--- src/rmme_pkg.sv ---
`timescale 1ns / 1ps
// ----------------------------------------------------------------------------
// rmme_pkg
// Shared types, action codes and status codes of the rotor mixing engine.
// ----------------------------------------------------------------------------
package rmme_pkg;

    localparam int DEF_MAX_MOTORS   = 8;
    localparam int DEF_MAX_CHANNELS = 6;

    localparam logic [2:0] ACT_WRITE = 3'd0;
    localparam logic [2:0] ACT_READY = 3'd1;
    localparam logic [2:0] ACT_CLEAR = 3'd2;
    localparam logic [2:0] ACT_ADD   = 3'd3;
    localparam logic [2:0] ACT_CHECK = 3'd4;
    localparam logic [2:0] ACT_READ  = 3'd5;

    localparam logic [1:0] ST_OK      = 2'd0;
    localparam logic [1:0] ST_NOT_RDY = 2'd1;
    localparam logic [1:0] ST_BAD_CH  = 2'd2;

    localparam logic [0:0] CFG_ROTORS   = 1'b0;
    localparam logic [0:0] CFG_CHANNELS = 1'b1;

    localparam logic signed [23:0] LVL_MAX = 24'sh7FFFFF;
    localparam logic signed [23:0] LVL_MIN = 24'sh800000;

    // Classified command handed from front to back.
    typedef struct packed {
        logic [2:0]         action;
        logic [1:0]         status;   // non-ok: back only reports it
        logic [2:0]         channel;
        logic [2:0]         rotor;    // table column for a write
        logic [3:0]         nrot;     // rotors in use, 1..8
        logic signed [15:0] value;
    } t_cmd;

endpackage

--- src/rmme_ram.sv ---
`timescale 1ns / 1ps
// ----------------------------------------------------------------------------
// rmme_ram
// Generic single-port-write, single-read RAM with registered read data.
// ----------------------------------------------------------------------------
module rmme_ram #(
    parameter int WIDTH = 16,
    parameter int DEPTH = 48
) (
    input  logic                     i_clk,
    input  logic                     i_we,
    input  logic [$clog2(DEPTH)-1:0] i_waddr,
    input  logic [WIDTH-1:0]         i_wdata,
    input  logic [$clog2(DEPTH)-1:0] i_raddr,
    output logic [WIDTH-1:0]         o_rdata
);
    logic [WIDTH-1:0] r_mem [DEPTH];
    logic [WIDTH-1:0] r_rdata;

    always_ff @(posedge i_clk) begin
        if (i_we) begin
            r_mem[i_waddr] <= i_wdata;
        end
        r_rdata <= r_mem[i_raddr];
    end

    assign o_rdata = r_rdata;
endmodule

--- src/rmme_front.sv ---
`timescale 1ns / 1ps
// ----------------------------------------------------------------------------
// rmme_front
// Accepts commands, checks ready and channel, keeps the ready mark, and
// queues every command for the back end.
// ----------------------------------------------------------------------------
module rmme_front
    import rmme_pkg::*;
(
    input  logic          i_clk,
    input  logic          i_rst_n,
    input  logic          i_start,
    input  logic [2:0]    i_action,
    input  logic [2:0]    i_channel,
    input  logic [2:0]    i_rotor,
    input  logic [15:0]   i_value,
    input  logic [3:0]    i_nrot,
    input  logic [3:0]    i_nch,
    input  logic          i_q_full,
    output logic          o_busy,
    output logic          o_push,
    output t_cmd          o_cmd
);
    logic r_ready;
    logic accept;
    logic ch_bad;
    logic need_rdy;

    assign o_busy = i_q_full;
    assign accept = i_start && !i_q_full;
    assign ch_bad = {1'b0, i_channel} >= i_nch;
    assign need_rdy = (i_action == ACT_ADD) || (i_action == ACT_CHECK);

    always_comb begin
        o_cmd.action  = i_action;
        o_cmd.channel = i_channel;
        o_cmd.rotor   = i_rotor;
        o_cmd.nrot    = i_nrot;
        o_cmd.value   = i_value;
        o_cmd.status  = ST_OK;
        if (i_action == ACT_WRITE) begin
            o_cmd.status = ch_bad ? ST_BAD_CH : ST_OK;
        end else if (need_rdy) begin
            if (!r_ready) begin
                o_cmd.status = ST_NOT_RDY;
            end else if (ch_bad) begin
                o_cmd.status = ST_BAD_CH;
            end
        end
    end

    assign o_push = accept;

    always_ff @(posedge i_clk) begin
        if (!i_rst_n) begin
            r_ready <= 1'b0;
        end else if (accept && i_action == ACT_READY) begin
            r_ready <= 1'b1;
        end
    end
endmodule

--- src/rmme_queue.sv ---
`timescale 1ns / 1ps
// ----------------------------------------------------------------------------
// rmme_queue
// Two-entry command queue between the front and the back end.
// ----------------------------------------------------------------------------
module rmme_queue
    import rmme_pkg::*;
(
    input  logic i_clk,
    input  logic i_rst_n,
    input  logic i_push,
    input  t_cmd i_cmd,
    input  logic i_pop,
    output logic o_full,
    output logic o_valid,
    output t_cmd o_cmd
);
    t_cmd       r_mem [2];
    logic       r_wp, n_wp, r_rp, n_rp;
    logic [1:0] r_cnt, n_cnt;

    always_comb begin
        n_wp  = r_wp ^ i_push;
        n_rp  = r_rp ^ i_pop;
        n_cnt = r_cnt + 2'(i_push) - 2'(i_pop);
    end

    always_ff @(posedge i_clk) begin
        if (!i_rst_n) begin
            r_wp  <= 1'b0;
            r_rp  <= 1'b0;
            r_cnt <= 2'd0;
        end else begin
            r_wp  <= n_wp;
            r_rp  <= n_rp;
            r_cnt <= n_cnt;
        end
        if (i_push) begin
            r_mem[r_wp] <= i_cmd;
        end
    end

    assign o_full  = r_cnt == 2'd2;
    assign o_valid = r_cnt != 2'd0;
    assign o_cmd   = r_mem[r_rp];

`ifndef SYNTHESIS
    a_no_overflow: assert property (@(posedge i_clk) disable iff (!i_rst_n)
        o_full |-> !i_push) else $error("queue overflow");
    a_no_underflow: assert property (@(posedge i_clk) disable iff (!i_rst_n)
        i_pop |-> o_valid) else $error("queue underflow");
    a_count_range: assert property (@(posedge i_clk) disable iff (!i_rst_n)
        r_cnt != 2'd3) else $error("queue count out of range");
`endif
endmodule

--- src/rmme_back.sv ---
`timescale 1ns / 1ps
// ----------------------------------------------------------------------------
// rmme_back
// Executes queued commands in order: table writes, and rotor walks for add,
// check and read, with a shared bit-serial divider for the bound candidates.
// ----------------------------------------------------------------------------
module rmme_back
    import rmme_pkg::*;
#(
    parameter int MAX_MOTORS   = DEF_MAX_MOTORS,
    parameter int MAX_CHANNELS = DEF_MAX_CHANNELS,
    localparam int AW = $clog2(MAX_MOTORS * MAX_CHANNELS),
    localparam int MW = (MAX_MOTORS > 1) ? $clog2(MAX_MOTORS) : 1
) (
    input  logic               i_clk,
    input  logic               i_rst_n,
    input  logic               i_valid,
    input  t_cmd               i_cmd,
    output logic               o_pop,
    output logic               o_we,
    output logic [AW-1:0]      o_waddr,
    output logic [15:0]        o_wdata,
    output logic [AW-1:0]      o_raddr,
    input  logic [15:0]        i_rdata,
    output logic               o_done,
    output logic [1:0]         o_status,
    output logic signed [23:0] o_lower_bound,
    output logic signed [23:0] o_upper_bound,
    output logic [2:0]         o_motor_index,
    output logic signed [23:0] o_motor_level,
    output logic               o_last
);
    localparam logic [2:0] S_IDLE = 3'd0;
    localparam logic [2:0] S_FET  = 3'd1;
    localparam logic [2:0] S_USE  = 3'd2;
    localparam logic [2:0] S_DIV  = 3'd3;
    localparam logic [2:0] S_NEXT = 3'd4;
    localparam logic [2:0] S_OUT  = 3'd5;
    localparam int QW = 40;

    logic [2:0]         r_st;
    t_cmd               r_cmd;
    logic [MW-1:0]      r_i;
    logic signed [23:0] r_lvl [MAX_MOTORS];
    logic signed [47:0] r_lo, r_hi;
    logic signed [31:0] r_prod;
    logic               r_pv;
    // divider
    logic [QW-1:0]      r_num;
    logic [15:0]        r_den;
    logic [QW-1:0]      r_quo;
    logic [16:0]        r_rem;
    logic [5:0]         r_bit;
    logic               r_neg;
    logic               r_second;
    logic signed [15:0] r_c;
    logic signed [QW:0] r_top;

    logic signed [23:0] m_cur;
    logic [MW-1:0]      last_i;
    logic signed [24:0] sum;
    logic signed [23:0] d_add;
    logic [16:0]        rem_sh;
    logic signed [QW:0] q_s;
    logic signed [QW:0] a_num, b_num;
    logic signed [QW:0] top_v, bot_v;

    assign m_cur  = r_lvl[r_i];
    assign last_i = MW'(r_cmd.nrot - 4'd1);
    assign o_raddr = AW'(r_cmd.channel * MAX_MOTORS) + AW'(r_i);
    assign o_pop  = (r_st == S_IDLE) && i_valid;
    // write the table when the write reaches the back, behind earlier walks
    assign o_we    = o_pop && (i_cmd.action == ACT_WRITE) && (i_cmd.status == ST_OK) &&
                     ({2'b0, i_cmd.rotor} < 5'(MAX_MOTORS));
    assign o_waddr = AW'(i_cmd.channel * MAX_MOTORS) + AW'(i_cmd.rotor);
    assign o_wdata = i_cmd.value;
    // floor((p + 2^13) / 2^14) via arithmetic shift
    assign d_add = 24'(r_prod + 32'sd8192 >>> 14);
    assign sum   = 25'(m_cur) + 25'(d_add);
    assign rem_sh = {r_rem[15:0], r_num[QW-1]};
    assign q_s   = r_neg ? -$signed({1'b0, r_quo}) : $signed({1'b0, r_quo});
    assign a_num = ((QW+1)'(32'sd16384) - (QW+1)'(m_cur)) <<< 14;
    assign b_num = -((QW+1)'(m_cur) <<< 14);
    assign top_v = (r_c < 0) ? q_s : r_top;
    assign bot_v = (r_c < 0) ? r_top : q_s;

    always_ff @(posedge i_clk) begin
        if (!i_rst_n) begin
            r_st   <= S_IDLE;
            o_done <= 1'b0;
            for (int k = 0; k < MAX_MOTORS; k++) r_lvl[k] <= '0;
        end else begin
            o_done <= 1'b0;
            case (r_st)
                S_IDLE: begin
                    if (i_valid) begin
                        r_cmd <= i_cmd;
                        r_i   <= '0;
                        r_lo  <= 48'(LVL_MIN);
                        r_hi  <= 48'(LVL_MAX);
                        r_pv  <= 1'b0;
                        if (i_cmd.status != ST_OK) begin
                            r_st <= S_OUT;
                        end else if (i_cmd.action == ACT_CLEAR) begin
                            for (int k = 0; k < MAX_MOTORS; k++) r_lvl[k] <= '0;
                            r_st <= S_OUT;
                        end else if (i_cmd.action == ACT_ADD ||
                                     i_cmd.action == ACT_CHECK) begin
                            r_st <= S_FET;
                        end else if (i_cmd.action == ACT_READ) begin
                            r_st <= S_OUT;
                        end else begin
                            r_st <= S_OUT;
                        end
                    end
                end
                S_FET: r_st <= S_USE;   // wait for table read
                S_USE: begin
                    r_c <= $signed(i_rdata);
                    if (r_cmd.action == ACT_ADD) begin
                        if (!r_pv) begin
                            r_prod <= 32'(r_cmd.value) * 32'($signed(i_rdata));
                            r_pv   <= 1'b1;
                        end else begin
                            r_lvl[r_i] <= (sum > 25'(LVL_MAX)) ? LVL_MAX :
                                          (sum < 25'(LVL_MIN)) ? LVL_MIN :
                                          24'(sum);
                            r_pv <= 1'b0;
                            r_st <= S_NEXT;
                        end
                    end else if (i_rdata == 16'd0) begin
                        r_st <= S_NEXT;
                    end else begin
                        r_second <= 1'b0;
                        r_num <= QW'(a_num < 0 ? -a_num : a_num);
                        r_neg <= (a_num < 0) ^ i_rdata[15];
                        r_den <= i_rdata[15] ? 16'(-$signed(i_rdata)) : i_rdata;
                        r_quo <= '0;
                        r_rem <= '0;
                        r_bit <= 6'(QW);
                        r_st  <= S_DIV;
                    end
                end
                S_DIV: begin
                    if (r_bit != 6'd0) begin
                        r_num <= {r_num[QW-2:0], 1'b0};
                        if (rem_sh >= {1'b0, r_den}) begin
                            r_rem <= rem_sh - {1'b0, r_den};
                            r_quo <= {r_quo[QW-2:0], 1'b1};
                        end else begin
                            r_rem <= rem_sh;
                            r_quo <= {r_quo[QW-2:0], 1'b0};
                        end
                        r_bit <= r_bit - 6'd1;
                    end else if (!r_second) begin
                        r_top    <= q_s;
                        r_second <= 1'b1;
                        r_num <= QW'(b_num < 0 ? -b_num : b_num);
                        r_neg <= (b_num < 0) ^ r_c[15];
                        r_quo <= '0;
                        r_rem <= '0;
                        r_bit <= 6'(QW);
                    end else begin
                        if (48'(top_v) < r_hi) r_hi <= 48'(top_v);
                        if (48'(bot_v) > r_lo) r_lo <= 48'(bot_v);
                        r_st <= S_NEXT;
                    end
                end
                S_NEXT: begin
                    if (r_i == last_i) begin
                        r_st <= S_OUT;
                    end else begin
                        r_i  <= r_i + MW'(1);
                        r_st <= S_FET;
                    end
                end
                S_OUT: begin
                    o_done <= 1'b1;
                    if (r_cmd.action == ACT_READ && r_cmd.status == ST_OK &&
                        r_i != last_i) begin
                        r_i <= r_i + MW'(1);
                    end else begin
                        r_st <= S_IDLE;
                    end
                end
                default: r_st <= S_IDLE;
            endcase
        end
    end

    // result fields registered alongside o_done
    always_ff @(posedge i_clk) begin
        o_status      <= r_cmd.status;
        o_lower_bound <= '0;
        o_upper_bound <= '0;
        o_motor_index <= '0;
        o_motor_level <= '0;
        o_last        <= 1'b1;
        if (r_cmd.status == ST_OK && r_cmd.action == ACT_CHECK) begin
            o_lower_bound <= (r_lo > 48'(LVL_MAX)) ? LVL_MAX :
                             (r_lo < 48'(LVL_MIN)) ? LVL_MIN : 24'(r_lo);
            o_upper_bound <= (r_hi > 48'(LVL_MAX)) ? LVL_MAX :
                             (r_hi < 48'(LVL_MIN)) ? LVL_MIN : 24'(r_hi);
        end
        if (r_cmd.action == ACT_READ) begin
            o_motor_index <= 3'(r_i);
            o_motor_level <= m_cur;
            o_last        <= r_i == last_i;
        end
    end

`ifndef SYNTHESIS
    a_idle_pop: assert property (@(posedge i_clk) disable iff (!i_rst_n)
        o_pop |-> r_st == S_IDLE) else $error("pop while working");
    a_done_from_out: assert property (@(posedge i_clk) disable iff (!i_rst_n)
        o_done |-> $past(r_st) == S_OUT) else $error("stray done");
    a_div_len: assert property (@(posedge i_clk) disable iff (!i_rst_n)
        r_st == S_DIV |-> r_bit <= 6'(QW)) else $error("divider overrun");
`endif
endmodule

--- src/rotor_mixing_matrix_engine.sv ---
`timescale 1ns / 1ps
// ----------------------------------------------------------------------------
// rotor_mixing_matrix_engine
// Motor mixing matrix: coefficient table, motor accumulators, bound check.
// ----------------------------------------------------------------------------
// Results appear on o_done for one cycle and cannot be held off. The back end
// takes a command from the queue when it is idle. Write, mark ready, clear and
// unknown actions give a single beat; add walks the rotors in use, fetching
// each coefficient and then adding its scaled product; read gives one beat per
// cycle per rotor. A saturation check skips the divider on a zero coefficient
// and runs a 40-step bit-serial divider twice on a nonzero one. A two-entry
// command queue sits between the front and the back end; busy is high while
// it is full.
module rotor_mixing_matrix_engine
    import rmme_pkg::*;
#(
    parameter int MAX_MOTORS   = DEF_MAX_MOTORS,
    parameter int MAX_CHANNELS = DEF_MAX_CHANNELS
) (
    input  logic               i_clk,
    input  logic               i_rst_n,
    input  logic               start,
    output logic               busy,
    input  logic               i_cfg_we,
    input  logic [0:0]         i_cfg_index,
    input  logic [3:0]         i_cfg_data,
    input  logic [2:0]         i_action,
    input  logic [2:0]         i_channel,
    input  logic [2:0]         i_rotor,
    input  logic signed [15:0] i_value,
    output logic               o_done,
    output logic [1:0]         o_status,
    output logic signed [23:0] o_lower_bound,
    output logic signed [23:0] o_upper_bound,
    output logic [2:0]         o_motor_index,
    output logic signed [23:0] o_motor_level,
    output logic               o_last
);
    localparam int DEPTH = MAX_MOTORS * MAX_CHANNELS;
    localparam int AW    = $clog2(DEPTH);

    logic [3:0] r_rotors, r_chans;
    logic [3:0] nrot, nch;
    logic push, pop, full, qv, we;
    t_cmd cmd_in, cmd_out;
    logic [AW-1:0] waddr, raddr;
    logic [15:0] wdata, rdata;

    always_ff @(posedge i_clk) begin
        if (!i_rst_n) begin
            r_rotors <= 4'd4;
            r_chans  <= 4'd4;
        end else if (i_cfg_we) begin
            if (i_cfg_index == CFG_ROTORS) r_rotors <= i_cfg_data;
            else r_chans <= {1'b0, i_cfg_data[2:0]};
        end
    end

    assign nrot = (r_rotors == 4'd0) ? 4'd1 :
                  ({1'b0, r_rotors} > 5'(MAX_MOTORS)) ? 4'(MAX_MOTORS) : r_rotors;
    assign nch  = (r_chans == 4'd0) ? 4'd1 :
                  ({1'b0, r_chans} > 5'(MAX_CHANNELS)) ? 4'(MAX_CHANNELS) : r_chans;

    rmme_front u_front (
        .i_clk, .i_rst_n, .i_start(start), .i_action, .i_channel, .i_rotor,
        .i_value, .i_nrot(nrot), .i_nch(nch), .i_q_full(full), .o_busy(busy),
        .o_push(push), .o_cmd(cmd_in)
    );

    rmme_queue u_queue (
        .i_clk, .i_rst_n, .i_push(push), .i_cmd(cmd_in), .i_pop(pop),
        .o_full(full), .o_valid(qv), .o_cmd(cmd_out)
    );

    rmme_ram #(.WIDTH(16), .DEPTH(DEPTH)) u_ram (
        .i_clk, .i_we(we), .i_waddr(waddr), .i_wdata(wdata),
        .i_raddr(raddr), .o_rdata(rdata)
    );

    rmme_back #(.MAX_MOTORS(MAX_MOTORS), .MAX_CHANNELS(MAX_CHANNELS)) u_back (
        .i_clk, .i_rst_n, .i_valid(qv), .i_cmd(cmd_out), .o_pop(pop),
        .o_we(we), .o_waddr(waddr), .o_wdata(wdata),
        .o_raddr(raddr), .i_rdata(rdata), .o_done, .o_status, .o_lower_bound,
        .o_upper_bound, .o_motor_index, .o_motor_level, .o_last
    );
endmodule
--- config.mk ---
export PLATFORM = sky130hd
export DESIGN_NAME = rotor_mixing_matrix_engine
export DESIGN_NICKNAME = d
export VERILOG_FILES = /design/src/rmme_pkg.sv /design/src/rmme_ram.sv /design/src/rmme_front.sv /design/src/rmme_queue.sv /design/src/rmme_back.sv /design/src/rotor_mixing_matrix_engine.sv
export SDC_FILE = /design/constraint.sdc
export NUM_CORES = 2
export LEC_CHECK = 0
export BUFFER_PORTS_ARGS = -buffer_cell sky130_fd_sc_hd__buf_2
export CORE_MARGIN = 5
export CORE_UTILIZATION = 25
export DETAILED_ROUTE_END_ITERATION = 8
export MAX_ROUTING_LAYER = met4
export PLACE_DENSITY = 0.48
export SETUP_SLACK_MARGIN = 0.5
export SLEW_MARGIN = 10
export SYNTH_ARGS = -nofsm -noshare
export SYNTH_HDL_FRONTEND = slang
export SYNTH_SLANG_ARGS = --single-unit
--- constraint.sdc ---
create_clock -name i_clk -period 9.32 [get_ports i_clk]
set_input_delay 0 -clock i_clk [delete_from_list [all_inputs] [get_ports i_clk]]
set_output_delay 0 -clock i_clk [all_outputs]
set_load 0.01 [all_outputs]
==> results_dict.tcl <==
set metrics [dict create \
    worst_slew_pin_slew_ps 1240 \
    post_cts_resize_count 0 \
    arrival_ps 7810 \
    fp.coreArea_um2 285000 \
    status "finished clean" \
    setup_tns_ps 0 \
    syn_nets 6166 \
    clkSlewWorstSetupHoldPaths_ps 70 \
    cts_max_level 4 \
    setup_viol 0 \
    hold_viol_final 0 \
    crit_slowest_cell "dfxtp_1" \
    cp_max_fo 20 \
    max_cap_violations 0 \
    clockRootBuffer "clkbuf_16" \
    ys_seq_area_share_pct 57.5 \
    crit_chain "and2_1 > fa_1 > inv_1 > fa_1 > inv_1 > fa_1 > fa_1 > fa_1 > inv_1 > fa_1 > inv_1 > ha_1 > a21o_1 > a21o_1 > a21oi_1 > o2bb2ai_1 > a311oi_1 > o31a_1 > o211ai_1 > a31o_2 > a21oi_1 > xnor2_1" \
    grt_first_pass_wirelength_um 316000 \
    path_buf_inv 4 \
    postRouteAntennaNets 0 \
    drc_errors 0 \
    io_pins 114 \
    worst_setup_path_start_kind "flip-flop" \
    cp.required_ps 9840 \
    vias 45900 \
    via_per_inst 4.72 \
    holdCritPathClass "in -> reg" \
    layout-drive-gt1-share_pct 12.7 \
    drt_iter0_markers 3913 \
    grt-ovfl-total 0 \
    die_w_um 546 \
    crit_family "adder cells" \
    die_y_um 546 \
    grt_pass1_vias 46800 \
    placementRows 196 \
    fin_crit_sh_pct 78.2 \
    clk_latency_ps 860 \
    netlist-cell-type-count 101 \
    yosysWarnings 0 \
    syn_area_um2 71800 \
    cp-end-kind "flip-flop" \
    die_area_um2 298000 \
    rsz0062_at_grt "false" \
    portBuffers 113 \
    ys_ff_latch 1414 \
    synth_ff_type "edfxtp_1" \
    cts_setup_buffers 0 \
    relSlewSlack_pct 14.8 \
    synth_edf_count 1300 \
    min_period_ps 7290 \
    gp_congestion 0.838 \
    drv_slew 0 \
    first_pass_iters 8 \
    fmax_mhz 137 \
    track_usage_pct 14.3 \
    cts_tree "yes" \
    wl_per_cell_um 21.9 \
    cp_slowest_stage_delay_ps 930 \
    async_flop_share_pct 0 \
    clkSinkCount 1414 \
    hpwl_um 137000 \
    numCtsBuffers 162 \
    grt_antenna_before_repair 5 \
    area_delta_synth_final_pct 15.6 \
    criticalPathCategory "reg -> reg" \
    nNetsFinal 6372 \
    start_util_pct 25.2 \
    cp_common_cell "fa_1" \
    synth.avg_cell_area_um2 12.7 \
    grt_max_degree 98 \
    holdBufCountCts 75 \
    clock_skew_ps 96.1 \
    syn_inst 5654 \
    diodes 0 \
    clk_path_buf_depth 4 \
    drt_wl_total_um 213000 \
]
worst register-to-register path, cell delays in order (launching register included):
cell and delay [ps]:
dfxtp_1 930, and2_1 270, fa_1 390, inv_1 80, fa_1 400, inv_1 100, fa_1 430, fa_1 540
fa_1 560, inv_1 60, fa_1 530, inv_1 40, ha_1 340, a21o_1 170, a21o_1 170, a21oi_1 200
o2bb2ai_1 100, a311oi_1 680, o31a_1 310, o211ai_1 160, a31o_2 280, a21oi_1 170, xnor2_1 80
registers in the layout, summed over array words and instances (netlist names), 3 cells and up, named ones only:
register	flops
u_back.r_hi	41
u_back.r_lo	41
u_back.r_cmd	27
u_back.o_motor_level	24
u_back.r_i	3
r_rotors	4
u_back.r_st	3
r_chans	3
u_ram.r_mem	768
u_back.r_prod	19
u_back.r_quo	40
u_back.r_num	26
u_back.r_rem	16
u_back.r_bit	6
u_back.r_den	16
u_back.r_top	41
u_back.o_motor_index	3
u_ram.o_rdata	16
u_queue.r_mem	60
u_back.o_upper_bound	24
u_back.r_lvl	192
u_back.o_lower_bound	24
Yosys cell counts (52+ instances only):
cell type,number,area (um2)
nor3_1,64,320
o21ai_0,168,841
o21a_1,73,548
nor2_1,418,1570
inv_1,477,1790
clkbuf_1,230,863
xnor2_1,149,1310
edfxtp_1,1300,39000
and2_1,187,1170
nand2b_1,62,388
mux2i_1,115,1150
and3_1,60,375
fa_1,263,5270
a21o_1,52,390
nand3_1,115,576
mux2_2,152,1710
dfxtp_1,114,2280
a22oi_1,144,1080
nand2_1,413,1550
a21oi_1,197,986
ha_1,215,2690
nand4_1,80,500
path summary, 6_finish.rpt:
check	slack [ps]	depth (start not counted)	end	start
hold reg to reg	400	0	u_back.o_status[1]$_DFF_P_	u_back.r_cmd[27]$_DFFE_PP_
hold / removal	120	2	u_queue.r_mem[1][23]$_DFFE_PP_	i_channel[0]
setup / recovery	2030	22	u_back.r_prod[31]$_DFFE_PP_	u_ram.o_rdata[12]$_DFF_P_
setup reg to reg	2030	22	u_back.r_prod[31]$_DFFE_PP_	u_ram.o_rdata[12]$_DFF_P_
placed cells by master, fill, tap and decap left out, drive strengths merged, types with 114 or more instances in the layout:
cell type | netlist | routed
ha | 215 | 215
dfxtp | 114 | 114
o21ai | 171 | 171
nand2 | 413 | 413
and2 | 189 | 189
inv | 483 | 488
a22oi | 144 | 144
buf | 53 | 250
mux2 | 152 | 152
nand3 | 115 | 115
xnor2 | 149 | 149
clkbuf | 230 | 213
a21oi | 198 | 198
edfxtp | 1300 | 1300
fa | 263 | 263
nor2 | 419 | 419
mux2i | 118 | 118
layout make-up:
cell class	instances	area (um2)
clock buffers	213	4420
clock inverters	71	669
multi-input cells	3472	27700
repair buffers	325	2370
flip-flops and latches	1414	41300
fillers	29100	202000
well taps	3762	4710
inverters	485	1820
cell families (layout without fill, tap and decap cells):
group                    Yosys count  count (layout)  synth area share (%)
XOR/XNOR                         182             182                  2.22
adder cells (fa/ha/maj)          480             480                  11.1
flip-flops                      1414            1414                  57.5
AND/OR/NAND/NOR                 1554            1554                  10.5
multiplexers                     317             317                  5.53
buffers and inverters            768            1094                  4.14
AO/OA/AOI/OAI                    939             939                  8.96
metrics by stage:
step	area, um2	utilization, %	hold slack, ps	worst slack (ps)	cells
floorplan	71800	-	98.9	917	5654
global placement	77100	27.0	189	2080	9383
detailed placement	77100	27.0	192	2020	9383
CTS	83000	29.1	57.3	1980	9742
global route	83000	29.1	79.3	1640	9742
finish	83000	29.1	121	2030	9742
routing by layer:
| metal | vias to the layer above | part of all wire, % | track usage (%) |
|---|---|---|---|
| met2 | 1241 | 47 | 23.0 |
| met5 | - | 0 | - |
| met1 | 23600 | 46 | 19.3 |
| met3 | 254 | 5.2 | 1.85 |
| met4 | 0 | 2.0 | 3.02 |
| li1 | 20800 | - | - |
Power is not shown: default switching activity piles up to over one toggle a cycle in this logic, so the estimate is an artifact.
